<file path="config.mk">
export PLATFORM = sky130hd
export DESIGN_NAME = stack_calculator_engine
export DESIGN_NICKNAME = d
export VERILOG_FILES = /design/src/hw/rtl/sce_pkg.sv /design/src/hw/rtl/sce_ram.sv /design/src/hw/rtl/sce_alu.sv /design/src/hw/rtl/stack_calculator_engine.sv
export SDC_FILE = /design/constraint.sdc
export NUM_CORES = 2
export LEC_CHECK = 0
export BUFFER_PORTS_ARGS = -buffer_cell sky130_fd_sc_hd__buf_2
export CAP_MARGIN = 20
export CORE_MARGIN = 5
export CORE_UTILIZATION = 45
export DETAILED_ROUTE_END_ITERATION = 16
export GPL_ROUTABILITY_DRIVEN = 0
export GPL_TIMING_DRIVEN = 0
export PLACE_DENSITY = 0.59
export REMOVE_ABC_BUFFERS = 1
export SYNTH_ARGS = -nofsm -noshare
export SYNTH_HDL_FRONTEND = slang
export SYNTH_SLANG_ARGS = --single-unit
</file>
<file path="constraint.sdc">
create_clock -name clk_i -period 4.8 [get_ports clk_i]
set_input_delay 0.72 -clock clk_i [delete_from_list [all_inputs] [get_ports clk_i]]
set_output_delay 0.72 -clock clk_i [all_outputs]
set_load 0.02 [all_outputs]
</file>
<file path="src/hw/rtl/sce_pkg.sv">
package sce_pkg;

  localparam int unsigned DATA_W          = 32;
  localparam int unsigned STACK_DEPTH_DEF = 64;
  localparam int unsigned CNT_W           = $clog2(DATA_W);

  typedef enum logic [2:0] {
    OP_PUSH = 3'd0,
    OP_OUT  = 3'd1,
    OP_ADD  = 3'd2,
    OP_SUB  = 3'd3,
    OP_MUL  = 3'd4,
    OP_DIV  = 3'd5,
    OP_HALT = 3'd6
  } op_e;

  typedef enum logic [2:0] {
    ST_OK        = 3'd0,
    ST_VALUE     = 3'd1,
    ST_HALTED    = 3'd2,
    ST_SYNTAX    = 3'd3,
    ST_UNDERFLOW = 3'd4,
    ST_OVERFLOW  = 3'd5,
    ST_DIVZERO   = 3'd6
  } status_e;

  typedef enum logic [1:0] {
    ALU_ADD = 2'd0,
    ALU_SUB = 2'd1,
    ALU_MUL = 2'd2,
    ALU_DIV = 2'd3
  } alu_op_e;

  typedef struct packed {
    logic    start;
    alu_op_e op;
  } alu_req_t;

  typedef struct packed {
    logic              done;
    logic [DATA_W-1:0] result;
  } alu_rsp_t;

endpackage

</file>
<file path="src/hw/rtl/sce_ram.sv">
module sce_ram #(
  parameter int unsigned WIDTH = 32,
  parameter int unsigned DEPTH = 64
) (
  input  logic                     clk_i,
  input  logic                     we_i,
  input  logic [$clog2(DEPTH)-1:0] waddr_i,
  input  logic [WIDTH-1:0]         wdata_i,
  input  logic [$clog2(DEPTH)-1:0] raddr_i,
  output logic [WIDTH-1:0]         rdata_o
);

  logic [WIDTH-1:0] mem_q [DEPTH];
  logic [WIDTH-1:0] rdata_q;

  always_ff @(posedge clk_i) begin
    if (we_i) begin
      mem_q[waddr_i] <= wdata_i;
    end
    rdata_q <= mem_q[raddr_i];
  end

  assign rdata_o = rdata_q;

endmodule

</file>
<file path="src/hw/rtl/sce_alu.sv">
// Iterative integer unit built around one 33-bit adder/subtractor.
// add/sub: no loop, mul: 32 shift-add steps, div: 2 abs + 32 restoring + 1 sign.
module sce_alu import sce_pkg::*; (
  input  logic              clk_i,
  input  logic              rst_ni,
  input  alu_req_t          req_i,
  input  logic [DATA_W-1:0] a_i,
  input  logic [DATA_W-1:0] b_i,
  output alu_rsp_t          rsp_o
);

  typedef enum logic [5:0] {
    A_IDLE = 6'b000001,
    A_ABSA = 6'b000010,
    A_ABSB = 6'b000100,
    A_MUL  = 6'b001000,
    A_DIV  = 6'b010000,
    A_NEG  = 6'b100000
  } alu_state_e;

  alu_state_e        state_q, state_d;
  logic [DATA_W-1:0] acc_q, acc_d;
  logic [DATA_W-1:0] x_q, x_d;
  logic [DATA_W-1:0] y_q, y_d;
  logic [CNT_W-1:0]  cnt_q, cnt_d;
  logic              neg_q, neg_d;
  logic              done_q, done_d;
  logic [DATA_W-1:0] res_q, res_d;

  logic [DATA_W-1:0] add_a, add_b, rem_sh;
  logic              add_sub;
  logic [DATA_W:0]   sum;
  logic              last;

  assign rem_sh = {acc_q[DATA_W-2:0], x_q[DATA_W-1]};
  assign last   = (cnt_q == CNT_W'(DATA_W - 1));

  // the single shared adder
  always_comb begin
    add_a   = '0;
    add_b   = '0;
    add_sub = 1'b0;
    unique case (state_q)
      A_IDLE: begin
        add_a   = a_i;
        add_b   = b_i;
        add_sub = (req_i.op == ALU_SUB);
      end
      A_ABSA: begin
        add_b   = x_q;
        add_sub = 1'b1;
      end
      A_ABSB: begin
        add_b   = y_q;
        add_sub = 1'b1;
      end
      A_MUL: begin
        add_a = acc_q;
        add_b = x_q;
      end
      A_DIV: begin
        add_a   = rem_sh;
        add_b   = y_q;
        add_sub = 1'b1;
      end
      A_NEG: begin
        add_b   = x_q;
        add_sub = 1'b1;
      end
      default: ;
    endcase
  end

  assign sum = {1'b0, add_a} + {1'b0, add_b ^ {DATA_W{add_sub}}}
             + {{DATA_W{1'b0}}, add_sub};

  always_comb begin
    state_d = state_q;
    acc_d   = acc_q;
    x_d     = x_q;
    y_d     = y_q;
    cnt_d   = cnt_q;
    neg_d   = neg_q;
    res_d   = res_q;
    done_d  = 1'b0;
    unique case (state_q)
      A_IDLE: begin
        if (req_i.start) begin
          acc_d = '0;
          x_d   = a_i;
          y_d   = b_i;
          cnt_d = '0;
          neg_d = a_i[DATA_W-1] ^ b_i[DATA_W-1];
          unique case (req_i.op)
            ALU_ADD, ALU_SUB: begin
              res_d  = sum[DATA_W-1:0];
              done_d = 1'b1;
            end
            ALU_MUL: state_d = A_MUL;
            ALU_DIV: state_d = A_ABSA;
            default: ;
          endcase
        end
      end
      A_ABSA: begin
        if (x_q[DATA_W-1]) begin
          x_d = sum[DATA_W-1:0];
        end
        state_d = A_ABSB;
      end
      A_ABSB: begin
        if (y_q[DATA_W-1]) begin
          y_d = sum[DATA_W-1:0];
        end
        state_d = A_DIV;
      end
      A_MUL: begin
        if (y_q[0]) begin
          acc_d = sum[DATA_W-1:0];
        end
        x_d   = {x_q[DATA_W-2:0], 1'b0};
        y_d   = {1'b0, y_q[DATA_W-1:1]};
        cnt_d = cnt_q + CNT_W'(1);
        if (last) begin
          res_d   = acc_d;
          done_d  = 1'b1;
          state_d = A_IDLE;
        end
      end
      A_DIV: begin
        // carry out of rem - divisor means no borrow: quotient bit is one
        acc_d = sum[DATA_W] ? sum[DATA_W-1:0] : rem_sh;
        x_d   = {x_q[DATA_W-2:0], sum[DATA_W]};
        cnt_d = cnt_q + CNT_W'(1);
        if (last) begin
          state_d = A_NEG;
        end
      end
      A_NEG: begin
        res_d   = neg_q ? sum[DATA_W-1:0] : x_q;
        done_d  = 1'b1;
        state_d = A_IDLE;
      end
      default: state_d = A_IDLE;
    endcase
  end

  always_ff @(posedge clk_i or negedge rst_ni) begin
    if (!rst_ni) begin
      state_q <= A_IDLE;
      cnt_q   <= '0;
      done_q  <= 1'b0;
    end else begin
      state_q <= state_d;
      cnt_q   <= cnt_d;
      done_q  <= done_d;
    end
  end

  always_ff @(posedge clk_i) begin
    acc_q <= acc_d;
    x_q   <= x_d;
    y_q   <= y_d;
    neg_q <= neg_d;
    res_q <= res_d;
  end

  assign rsp_o.done   = done_q;
  assign rsp_o.result = res_q;

endmodule

</file>
<file path="src/hw/rtl/stack_calculator_engine.sv">
// Stack-machine calculator core.
// Input channel (in_valid_i/in_ready_o) carries one instruction word: operation_i
// and push_value_i. Output channel (out_valid_o/out_ready_i) returns exactly one
// word per instruction: status_o and out_value_o (popped value for out, else 0).
// One instruction is in flight at a time; in_ready_o is high only while the
// sequencer is idle. Push, halt, errors and words taken while halted go straight
// to the response state (S_RESP); out first pops the top in S_POP; add, sub, mul
// and div read the top (S_RD_TOP) and the second entry (S_RD_SEC), run in sce_alu
// (S_EXEC) and then respond; a divide by zero skips S_EXEC.
// The two stack reads go through the one read port of the stack RAM, and mul/div
// iterate one bit per cycle on the shared adder in sce_alu.
// The result sits in an output register, so the next word is taken while it waits;
// if the receiver still stalls when the next result is done, the sequencer holds.
// Reset empties the stack, clears the halt flag and drops out_valid_o; stack RAM
// contents are not cleared, entries above the depth are never read.
module stack_calculator_engine import sce_pkg::*; #(
  parameter int unsigned STACK_DEPTH = STACK_DEPTH_DEF
) (
  input  logic                     clk_i,
  input  logic                     rst_ni,
  input  logic                     in_valid_i,
  output logic                     in_ready_o,
  input  logic [2:0]               operation_i,
  input  logic signed [DATA_W-1:0] push_value_i,
  output logic                     out_valid_o,
  input  logic                     out_ready_i,
  output logic [2:0]               status_o,
  output logic signed [DATA_W-1:0] out_value_o
);

  localparam int unsigned AW = $clog2(STACK_DEPTH);
  localparam int unsigned DW = $clog2(STACK_DEPTH + 1);

  typedef enum logic [5:0] {
    S_IDLE   = 6'b000001,
    S_RD_TOP = 6'b000010,
    S_RD_SEC = 6'b000100,
    S_EXEC   = 6'b001000,
    S_POP    = 6'b010000,
    S_RESP   = 6'b100000
  } state_e;

  state_e            state_q, state_d;
  logic [DW-1:0]     depth_q, depth_d;
  logic              halted_q, halted_d;
  op_e               op_q, op_d;
  logic [DATA_W-1:0] top_q, top_d;
  status_e           res_status_q, res_status_d;
  logic [DATA_W-1:0] res_value_q, res_value_d;
  logic              out_valid_q, out_valid_d;
  status_e           out_status_q, out_status_d;
  logic [DATA_W-1:0] out_value_q, out_value_d;

  logic              in_fire;
  op_e               op_in;
  logic [DW-1:0]     depth_m1, depth_m2;
  logic              ram_we;
  logic [AW-1:0]     ram_waddr, ram_raddr;
  logic [DATA_W-1:0] ram_wdata, ram_rdata;
  alu_req_t          alu_req;
  alu_rsp_t          alu_rsp;
  alu_op_e           alu_op;

  assign in_ready_o = (state_q == S_IDLE);
  assign in_fire    = in_valid_i && in_ready_o;
  assign op_in      = op_e'(operation_i);
  assign depth_m1   = depth_q - DW'(1);
  assign depth_m2   = depth_q - DW'(2);

  always_comb begin
    unique case (op_q)
      OP_SUB:  alu_op = ALU_SUB;
      OP_MUL:  alu_op = ALU_MUL;
      OP_DIV:  alu_op = ALU_DIV;
      default: alu_op = ALU_ADD;
    endcase
  end

  always_comb begin
    state_d      = state_q;
    depth_d      = depth_q;
    halted_d     = halted_q;
    op_d         = op_q;
    top_d        = top_q;
    res_status_d = res_status_q;
    res_value_d  = res_value_q;
    out_valid_d  = out_valid_q && !out_ready_i;
    out_status_d = out_status_q;
    out_value_d  = out_value_q;
    ram_we       = 1'b0;
    ram_waddr    = depth_q[AW-1:0];
    ram_wdata    = push_value_i;
    ram_raddr    = depth_m1[AW-1:0];
    alu_req      = '{start: 1'b0, op: alu_op};

    unique case (state_q)
      S_IDLE: begin
        if (in_fire) begin
          op_d         = op_in;
          res_value_d  = '0;
          res_status_d = ST_OK;
          state_d      = S_RESP;
          if (halted_q) begin
            res_status_d = ST_HALTED;
          end else begin
            unique case (op_in)
              OP_PUSH: begin
                if (depth_q == DW'(STACK_DEPTH)) begin
                  res_status_d = ST_OVERFLOW;
                end else begin
                  ram_we  = 1'b1;
                  depth_d = depth_q + DW'(1);
                end
              end
              OP_OUT: begin
                if (depth_q == '0) begin
                  res_status_d = ST_UNDERFLOW;
                end else begin
                  state_d = S_POP;
                end
              end
              OP_ADD, OP_SUB, OP_MUL, OP_DIV: begin
                if (depth_q < DW'(2)) begin
                  res_status_d = ST_UNDERFLOW;
                end else begin
                  state_d = S_RD_TOP;
                end
              end
              OP_HALT: begin
                halted_d     = 1'b1;
                res_status_d = ST_HALTED;
              end
              default: res_status_d = ST_SYNTAX;
            endcase
          end
        end
      end
      S_POP: begin
        res_value_d  = ram_rdata;
        res_status_d = ST_VALUE;
        depth_d      = depth_m1;
        state_d      = S_RESP;
      end
      S_RD_TOP: begin
        top_d     = ram_rdata;
        ram_raddr = depth_m2[AW-1:0];
        state_d   = S_RD_SEC;
      end
      S_RD_SEC: begin
        if (op_q == OP_DIV && top_q == '0) begin
          res_status_d = ST_DIVZERO;
          state_d      = S_RESP;
        end else begin
          alu_req.start = 1'b1;
          state_d       = S_EXEC;
        end
      end
      S_EXEC: begin
        if (alu_rsp.done) begin
          ram_we    = 1'b1;
          ram_waddr = depth_m2[AW-1:0];
          ram_wdata = alu_rsp.result;
          depth_d   = depth_m1;
          state_d   = S_RESP;
        end
      end
      S_RESP: begin
        if (!out_valid_q || out_ready_i) begin
          out_valid_d  = 1'b1;
          out_status_d = res_status_q;
          out_value_d  = res_value_q;
          state_d      = S_IDLE;
        end
      end
      default: state_d = S_IDLE;
    endcase
  end

  always_ff @(posedge clk_i or negedge rst_ni) begin
    if (!rst_ni) begin
      state_q     <= S_IDLE;
      depth_q     <= '0;
      halted_q    <= 1'b0;
      out_valid_q <= 1'b0;
    end else begin
      state_q     <= state_d;
      depth_q     <= depth_d;
      halted_q    <= halted_d;
      out_valid_q <= out_valid_d;
    end
  end

  always_ff @(posedge clk_i) begin
    op_q         <= op_d;
    top_q        <= top_d;
    res_status_q <= res_status_d;
    res_value_q  <= res_value_d;
    out_status_q <= out_status_d;
    out_value_q  <= out_value_d;
  end

  sce_ram #(
    .WIDTH(DATA_W),
    .DEPTH(STACK_DEPTH)
  ) u_stack (
    .clk_i  (clk_i),
    .we_i   (ram_we),
    .waddr_i(ram_waddr),
    .wdata_i(ram_wdata),
    .raddr_i(ram_raddr),
    .rdata_o(ram_rdata)
  );

  sce_alu u_alu (
    .clk_i (clk_i),
    .rst_ni(rst_ni),
    .req_i (alu_req),
    .a_i   (ram_rdata),
    .b_i   (top_q),
    .rsp_o (alu_rsp)
  );

  assign out_valid_o = out_valid_q;
  assign status_o    = out_status_q;
  assign out_value_o = out_value_q;

endmodule

</file>
-- Yosys cells after proc, flatten, opt, wreduce, memory -nomap -nowiden
Memory sizes are Yosys's and may differ from the RTL's. A register that Yosys moved wholly into a read port is not among the register bits.
Cells that the tools add are included.
- flip-flop bits (word level): 261
- bits in latches: 0
- memory bits (writable): 2048
- bits in read-only memories: 0
- output and inout bits: 37
- memories: 1
- $add $sub $neg: 6
- multipliers: 0
- div/mod/pow operators: 0
- order comparisons: 1
- equal/unequal tests: 40
- shift operators: 0
- multiplexer cells: 74
- bitwise logic cells: 2
- reduce and logical (&&, ||, !) cells: 39
- memories (name ; depth ; bits a word ; read ports ; clocked after Yosys merged registers in ; write ports ; line ; RTL):
    u_stack.mem_q ; 64 ; 32 ; 1 ; 1 ; 1 ; sce_ram.sv:13 ; logic [WIDTH-1:0] mem_q [DEPTH];
- operators by type and width (operator ; number):
    $pmux W32 S3 ; 5
    $mux W32 ; 14
    $pmux W32 S4 ; 1
    $mux W6 ; 13
    $pmux W32 S2 ; 1
    $pmux W6 S6 ; 1
    $mux W7 ; 5
    $add A32 B32 Y33 ; 1
    $add A33 B1 Y33 ; 1
    $logic_not A32 Y1 ; 1
    $xor A32 B32 Y32 ; 1
    $pmux W6 S5 ; 1
    $pmux W6 S2 ; 2
    $pmux W7 S3 ; 1
    $mux W3 ; 6
    $mux W1 ; 16
    $reduce_and A2 Y1 ; 8
    $eq A3 B3 Y1 const B ; 5
    $reduce_bool A3 Y1 ; 5
    $ne A2 B1 Y1 const B ; 7
    $eq A6 B1 Y1 const B ; 2
    $eq A6 B2 Y1 const B ; 2
    $eq A6 B3 Y1 const B ; 2
    $eq A6 B4 Y1 const B ; 2
    other kinds (37) ; 59

-- Longest topological paths before layout
- depth after elaboration: 10
- mapped depth: 21

-- Modules after synthesis
From an unflattened synthesis, not the netlist that was laid out.
- cells, all modules: 4808
- area, all modules: 93831.2 um2
- modules (own cells, without submodules) (module ; times used ; cells an instance ; area each (um2) ; sequential area each (um2)):
    sce_ram ; 1 ; 3323 ; 78505.3 ; 62139.6
    sce_alu ; 1 ; 1075 ; 10136.0 ; 4175.3
    stack_calculator_engine ; 1 ; 410 ; 5190.0 ; 3529.6

-- Least setup slack after synthesis
OpenSTA, ideal clock, no wires.
- path kind: reg-to-reg
- start point: register u_alu.state_q[5]
- end point: register u_alu.acc_q[31] (data pin)
- library setup time: 0.271 ns
- arrival: 4.720 ns
- path slack: -0.191 ns
- stages on the path, launching flop included: 19
- clock period less this slack: 4.991 ns
- cells stage by stage: dfrtp_1 buf_2 or4_1 nor2_1 a2111oi_2 clkbuf_1 xor2_1 ha_1 a21o_1 a21oi_1 o21ai_0 nand2_1 o21ai_0 a21oi_1 o41ai_1 a31oi_1 clkbuf_1 a221oi_1 o22ai_1
- word-level cells in the longest chain between the ends: 8
- elaborated cells on any way between the ends: 18
- those cells by class: add/sub: 2; eq/ne: 6; mux: 6; bitwise: 1; reduce/logical: 3
- RTL lines (what ; line ; RTL):
    start, declared ; sce_alu.sv:21 ; alu_state_e state_q, state_d;
    start signal, assigned ; sce_alu.sv:154 ; state_q <= state_d;
    $eq A6 B6 Y1 (tied with other cells) ; sce_alu.sv:43 ; unique case (state_q)
    $reduce_or A3 Y1 (no source line) (tied with other cells) ; - ;
    $pmux W32 S3 or $pmux W1 S2 (tied branches) ; sce_alu.sv:43 ;
    $xor A32 B32 Y32 ; sce_alu.sv:74 ; assign sum = {1'b0, add_a} + {1'b0, add_b ^ {DATA_W{add_sub}}}
    $add A32 B32 Y33 ; sce_alu.sv:74 ;
    $add A33 B1 Y33 ; sce_alu.sv:75 ; + {{DATA_W{1'b0}}, add_sub};
    $mux W32, on equally long branches ; sce_alu.sv:132, sce_alu.sv:118 ;
    $pmux W32 S3 * ; sce_alu.sv:86 ; unique case (state_q)
    net u_alu.acc_d[31] ; sce_alu.sv:22 ; logic [DATA_W-1:0] acc_q, acc_d;
    end signal, assigned ; sce_alu.sv:161 ; acc_q <= acc_d;
    end, declared ; sce_alu.sv:22 ;
Mark *: on every way through the listed nets, which the timed path passes. The rest lies on a longest branch.
A chain may end at the register's enable or synchronous reset.

-- Worst setup path in the final report
- start point: register state_q[3]
- end point: memory u_stack.mem_q[36][28] (enable)
- word-level cells in the longest chain between the ends: 6
- elaborated cells on any way between the ends: 8
- those cells by class: eq/ne: 2; mux: 5; reduce/logical: 1
- RTL lines (what ; line ; RTL):
    start, declared ; stack_calculator_engine.sv:43 ; state_e state_q, state_d;
    start signal, assigned ; stack_calculator_engine.sv:186 ; state_q <= state_d;
    $eq A6 B1 Y1 ; stack_calculator_engine.sv:64, stack_calculator_engine.sv:96 ;
    $logic_and A1 B1 Y1 ; stack_calculator_engine.sv:65 ; assign in_fire = in_valid_i && in_ready_o;
    $mux W1 ; stack_calculator_engine.sv:98 ; if (in_fire) begin
    $pmux W1 S2 ; stack_calculator_engine.sv:96 ; unique case (state_q)
    $mux W1 ; sce_ram.sv:17 ; if (we_i) begin
    $mux W1 (not written as such) ; sce_ram.sv:18 ; mem_q[waddr_i] <= wdata_i;
    end, declared ; sce_ram.sv:13 ;
Several ways; a longest one is shown, not always the timed one.

==> metrics.md <==
| Metric | Value |
|---|---|
| Critical-path maximum fanout | 22 |
| Max Clock Skew | 0.0804 ns |
| Number of flops mapped to enable cells by yosys | 2282 |
| Worst Reg-to-Reg Cells | 9 |
| Die Ht | 468 um |
| FFs w/ async S/R, synth | 1.15% |
| Initial antenna violation count | 22 |
| Starting Density | 45.1% |
| CP peak stage delay | roughly 0.74 ns |
| Clock Latency Late Sink | 0.88 ns |
| Post-DR wirelength/cell | ~31 um |
| Syn Inst Count | 5091 |
| P_leak | 37.0 nW |
| Total GRT Usage | between 20% and 30% |
| Routed Antenna Nets | 0 |
| Synthesis-to-layout area growth | 20.9% |
| Hold path depth | 1 |
| Post-route clock period utilization | 104% |
| CTS Buf Count | 231 |
| # Max-Cap Violations | 0 |
| Critical Path Start Type | register |
| Overall Power | 75.2 mW |
| Gr ovfl total | 0 |
| Min-delay src | operation_i[0] |
| Clock slew at reported path FFs | 0.06 ns |
| IO buf count | 75 |
| Final Cell Area | 114000 um^2 |
| Syn_area_per_cell | between 15 and 20 um^2 |
| Yosys cell types | 79 |
| Crit path kind | reg -> reg |
| Most frequent cells in the layout | 2282 x edfxtp_1, 517 x mux4_2, 377 x nand2_1, 242 x clkbuf_16, 179 x buf_12 |
| DRC | 0 |
| Pin count of the biggest net entering global routing | 65 |
| Slew margin rel. | a little over a fifth |
| Failing checks | setup timing |
| Final hold slack | 0.110 ns |
| Die ar. | ~220000 um^2 |
| Unrepaired setup endpoints after global routing | true |
| Crit path time final | 4.98 ns |
| WL final | 268000 um |
| HP Class | in -> reg |
| Placed cell count | 7886 |
| Primary FF master, synth | edfxtp_1 |
| Register bit total from synthesis | 2341 |
| Share of layout cells above drive strength 1 | between 20 and 30% |
| Io pins | 76 |
| Die width | 468 um |
| CTS tree | built |
| Worst path cell trace | or4_4 -> nor3b_2 -> nand2_1 -> nor2_1 -> a31oi_1 -> nor2_1 -> nand2_1 -> nor2_4 -> buf_12 |
| Tightest Pin Transition | 1.18 ns |
| Vias in the first global route | 52.4k |
| Worst path bufs/invs | 1 |
| Final std cells w/o fill | 8536 |
| Required time of the worst setup path | 5.34 ns |
| FMAX | 0.201 GHz |
| H-tree levels | 4 |
| Setup ws final | -0.183 ns |
| Seq/Total Area, Yosys | approximately three quarters |
| Core area | 209000 um^2 |
| Crit path max-delay family | simple AND/OR/NAND/NOR gates |
| Post-layout util | 54.6% |
| First-pass GRT wire length | 380000 um |
| Final hold violations | 0 |
| Via density | 6.15 |
| Maximum buffer depth of the clock tree | 3 |
| Hold EP | op_q[0] |
| Clock sink total | 2341 |
| Most common cell after layout, fill and taps aside | edfxtp_1 |
| Status | complete, but fails checks |
| Rows | 168 |
| Power Density | 659 nW/um^2 |
| Slowest CP cell | nor2_4 |
| Number of setup violations in the final report | ~150 |
| Max IR drop VDD | 0.000559 V |
| Nets | 5601 |
| Worst r2r src | state_q[3] |
| First DRT Iteration DRCs | roughly 7k |
| Fin. max-slew vios | 0 |
| Via count | roughly 53k |
| Placed cell area | 103000 um^2 |
| CTS Root Cell | clkbuf_16 |
| Place WS | -2.02 ns |
| Setup crit end kind | register |
| FF-to-FF setup slack | -0.18 ns |
| Pre-antenna DRT Iters | 9 |
| R2R Path End | u_stack.mem_q[36][28] |
| Synth warn | 0 |
| DP Wirelength | ~170000 um |
| Synth Cell Area | 94500 um^2 |
| TNS Setup | -19.15 ns |
| CP arrival | approximately 5.5 ns |
[what timing repair did]
item,4_1_cts,5_1_grt
resized for setup,130,122
buffers inserted,127,82
hold buffers,1,0
pin swaps,91,69
gates cloned,7,6
endpoints found under the hold margin,25,0
endpoints found under the setup margin,2182,320
[power by group]
part	switching (mW)	total [mW]	leakage (nW)	internal, mW
clock	7.80	18.7	3.84	10.9
sequential	0.514	23.6	21.2	23.1
combinational	18.0	33.0	11.9	15.0
[worst reg2reg max path: cells and delay by family, from the launching register on]
family	cells	cell delay [ns]
simple gates	7	3.70
flops	1	0.43
buf+inv	1	0.29
compound gates	1	0.23
[how the worst max path moves through the flow]
stage                             to  slack (ns)  depth (start not counted)        from
2_1_floorplan     u_stack.rdata_o[0]      -24.82                          9  depth_q[1]
3_3_place_gp     u_stack.rdata_o[11]      -41.56                          9  depth_q[1]
3_5_place_dp     u_stack.rdata_o[17]       -2.02                         18  state_q[3]
4_1_cts         u_stack.mem_q[3][22]       -0.06                          9  state_q[3]
5_1_grt          u_stack.mem_q[6][1]       -0.19                          9  state_q[3]
6_report       u_stack.mem_q[36][28]       -0.18                          9  state_q[3]
[sequential cells by signal (all words and copies together), names as in the netlist, 7 cells and up]
name,flops
depth_q,7
out_value_o,32
res_value_q,32
top_q,32
u_alu.acc_q,32
u_alu.res_q,32
u_alu.x_q,32
u_alu.y_q,32
u_stack.mem_q,2048
u_stack.rdata_o,32
[layout make-up]
cell class / instances / area (um^2)
fillers: 16000 / 95100
flip-flops and latches: 2341 / 69900
multi-input cells: 2374 / 24800
repair buffers: 516 / 8010
clock buffers: 294 / 6170
well taps: 2805 / 3510
clock inverters: 146 / 1660
inverters: 57 / 233
diodes: 3 / 7.51
[synthesized netlist by cell type (all sizes together), types with 13 or more instances]
| master | instances | area (um^2) |
|---|---|---|
| nor2 | 164 | 623 |
| dfrtp | 25 | 626 |
| nand2 | 421 | 1580 |
| dfxtp | 32 | 641 |
| and2 | 147 | 920 |
| a21oi | 166 | 835 |
| a21o | 32 | 240 |
| nor3 | 19 | 95.1 |
| a211oi | 155 | 1160 |
| edfxtp | 2282 | 68500 |
| mux4 | 517 | 11600 |
| nor4 | 13 | 81.3 |
| o21ai | 119 | 596 |
| nor2b | 31 | 194 |
| o221ai | 16 | 140 |
| nand3 | 29 | 145 |
| inv | 57 | 214 |
| nand2b | 14 | 87.6 |
| xor2 | 54 | 473 |
| clkbuf | 232 | 871 |
| a311oi | 56 | 497 |
| buf | 89 | 618 |
| a22oi | 55 | 413 |
| xnor2 | 26 | 243 |
| ha | 40 | 500 |
| o22ai | 21 | 131 |
| mux2i | 29 | 290 |
| a31oi | 67 | 419 |
| a222oi | 68 | 681 |
[per-layer routing]
metal	global-route usage, %	wire, um	up-vias	share of wire [%]
li1	-	-	21700	-
met1	33.6	107000	27700	40
met2	38.6	129000	2619	48
met3	4.21	21200	510	7.9
met4	8.61	10600	2	4.0
met5	0	11	-	0.0041
[cells by family (layout without fill, tap and decap cells)]
group	Yosys count	after routing	synth area share, %
flops	2341	2341	73.9
simple gates	887	889	4.35
compound gates	815	815	5.96
mux	549	549	12.7
buf+inv	378	1013	1.80
xor+xnor	80	80	0.757
fa+ha+maj	41	41	0.551
other cells	0	3	0
No activity file was read; power rests on OpenSTA's default activity.
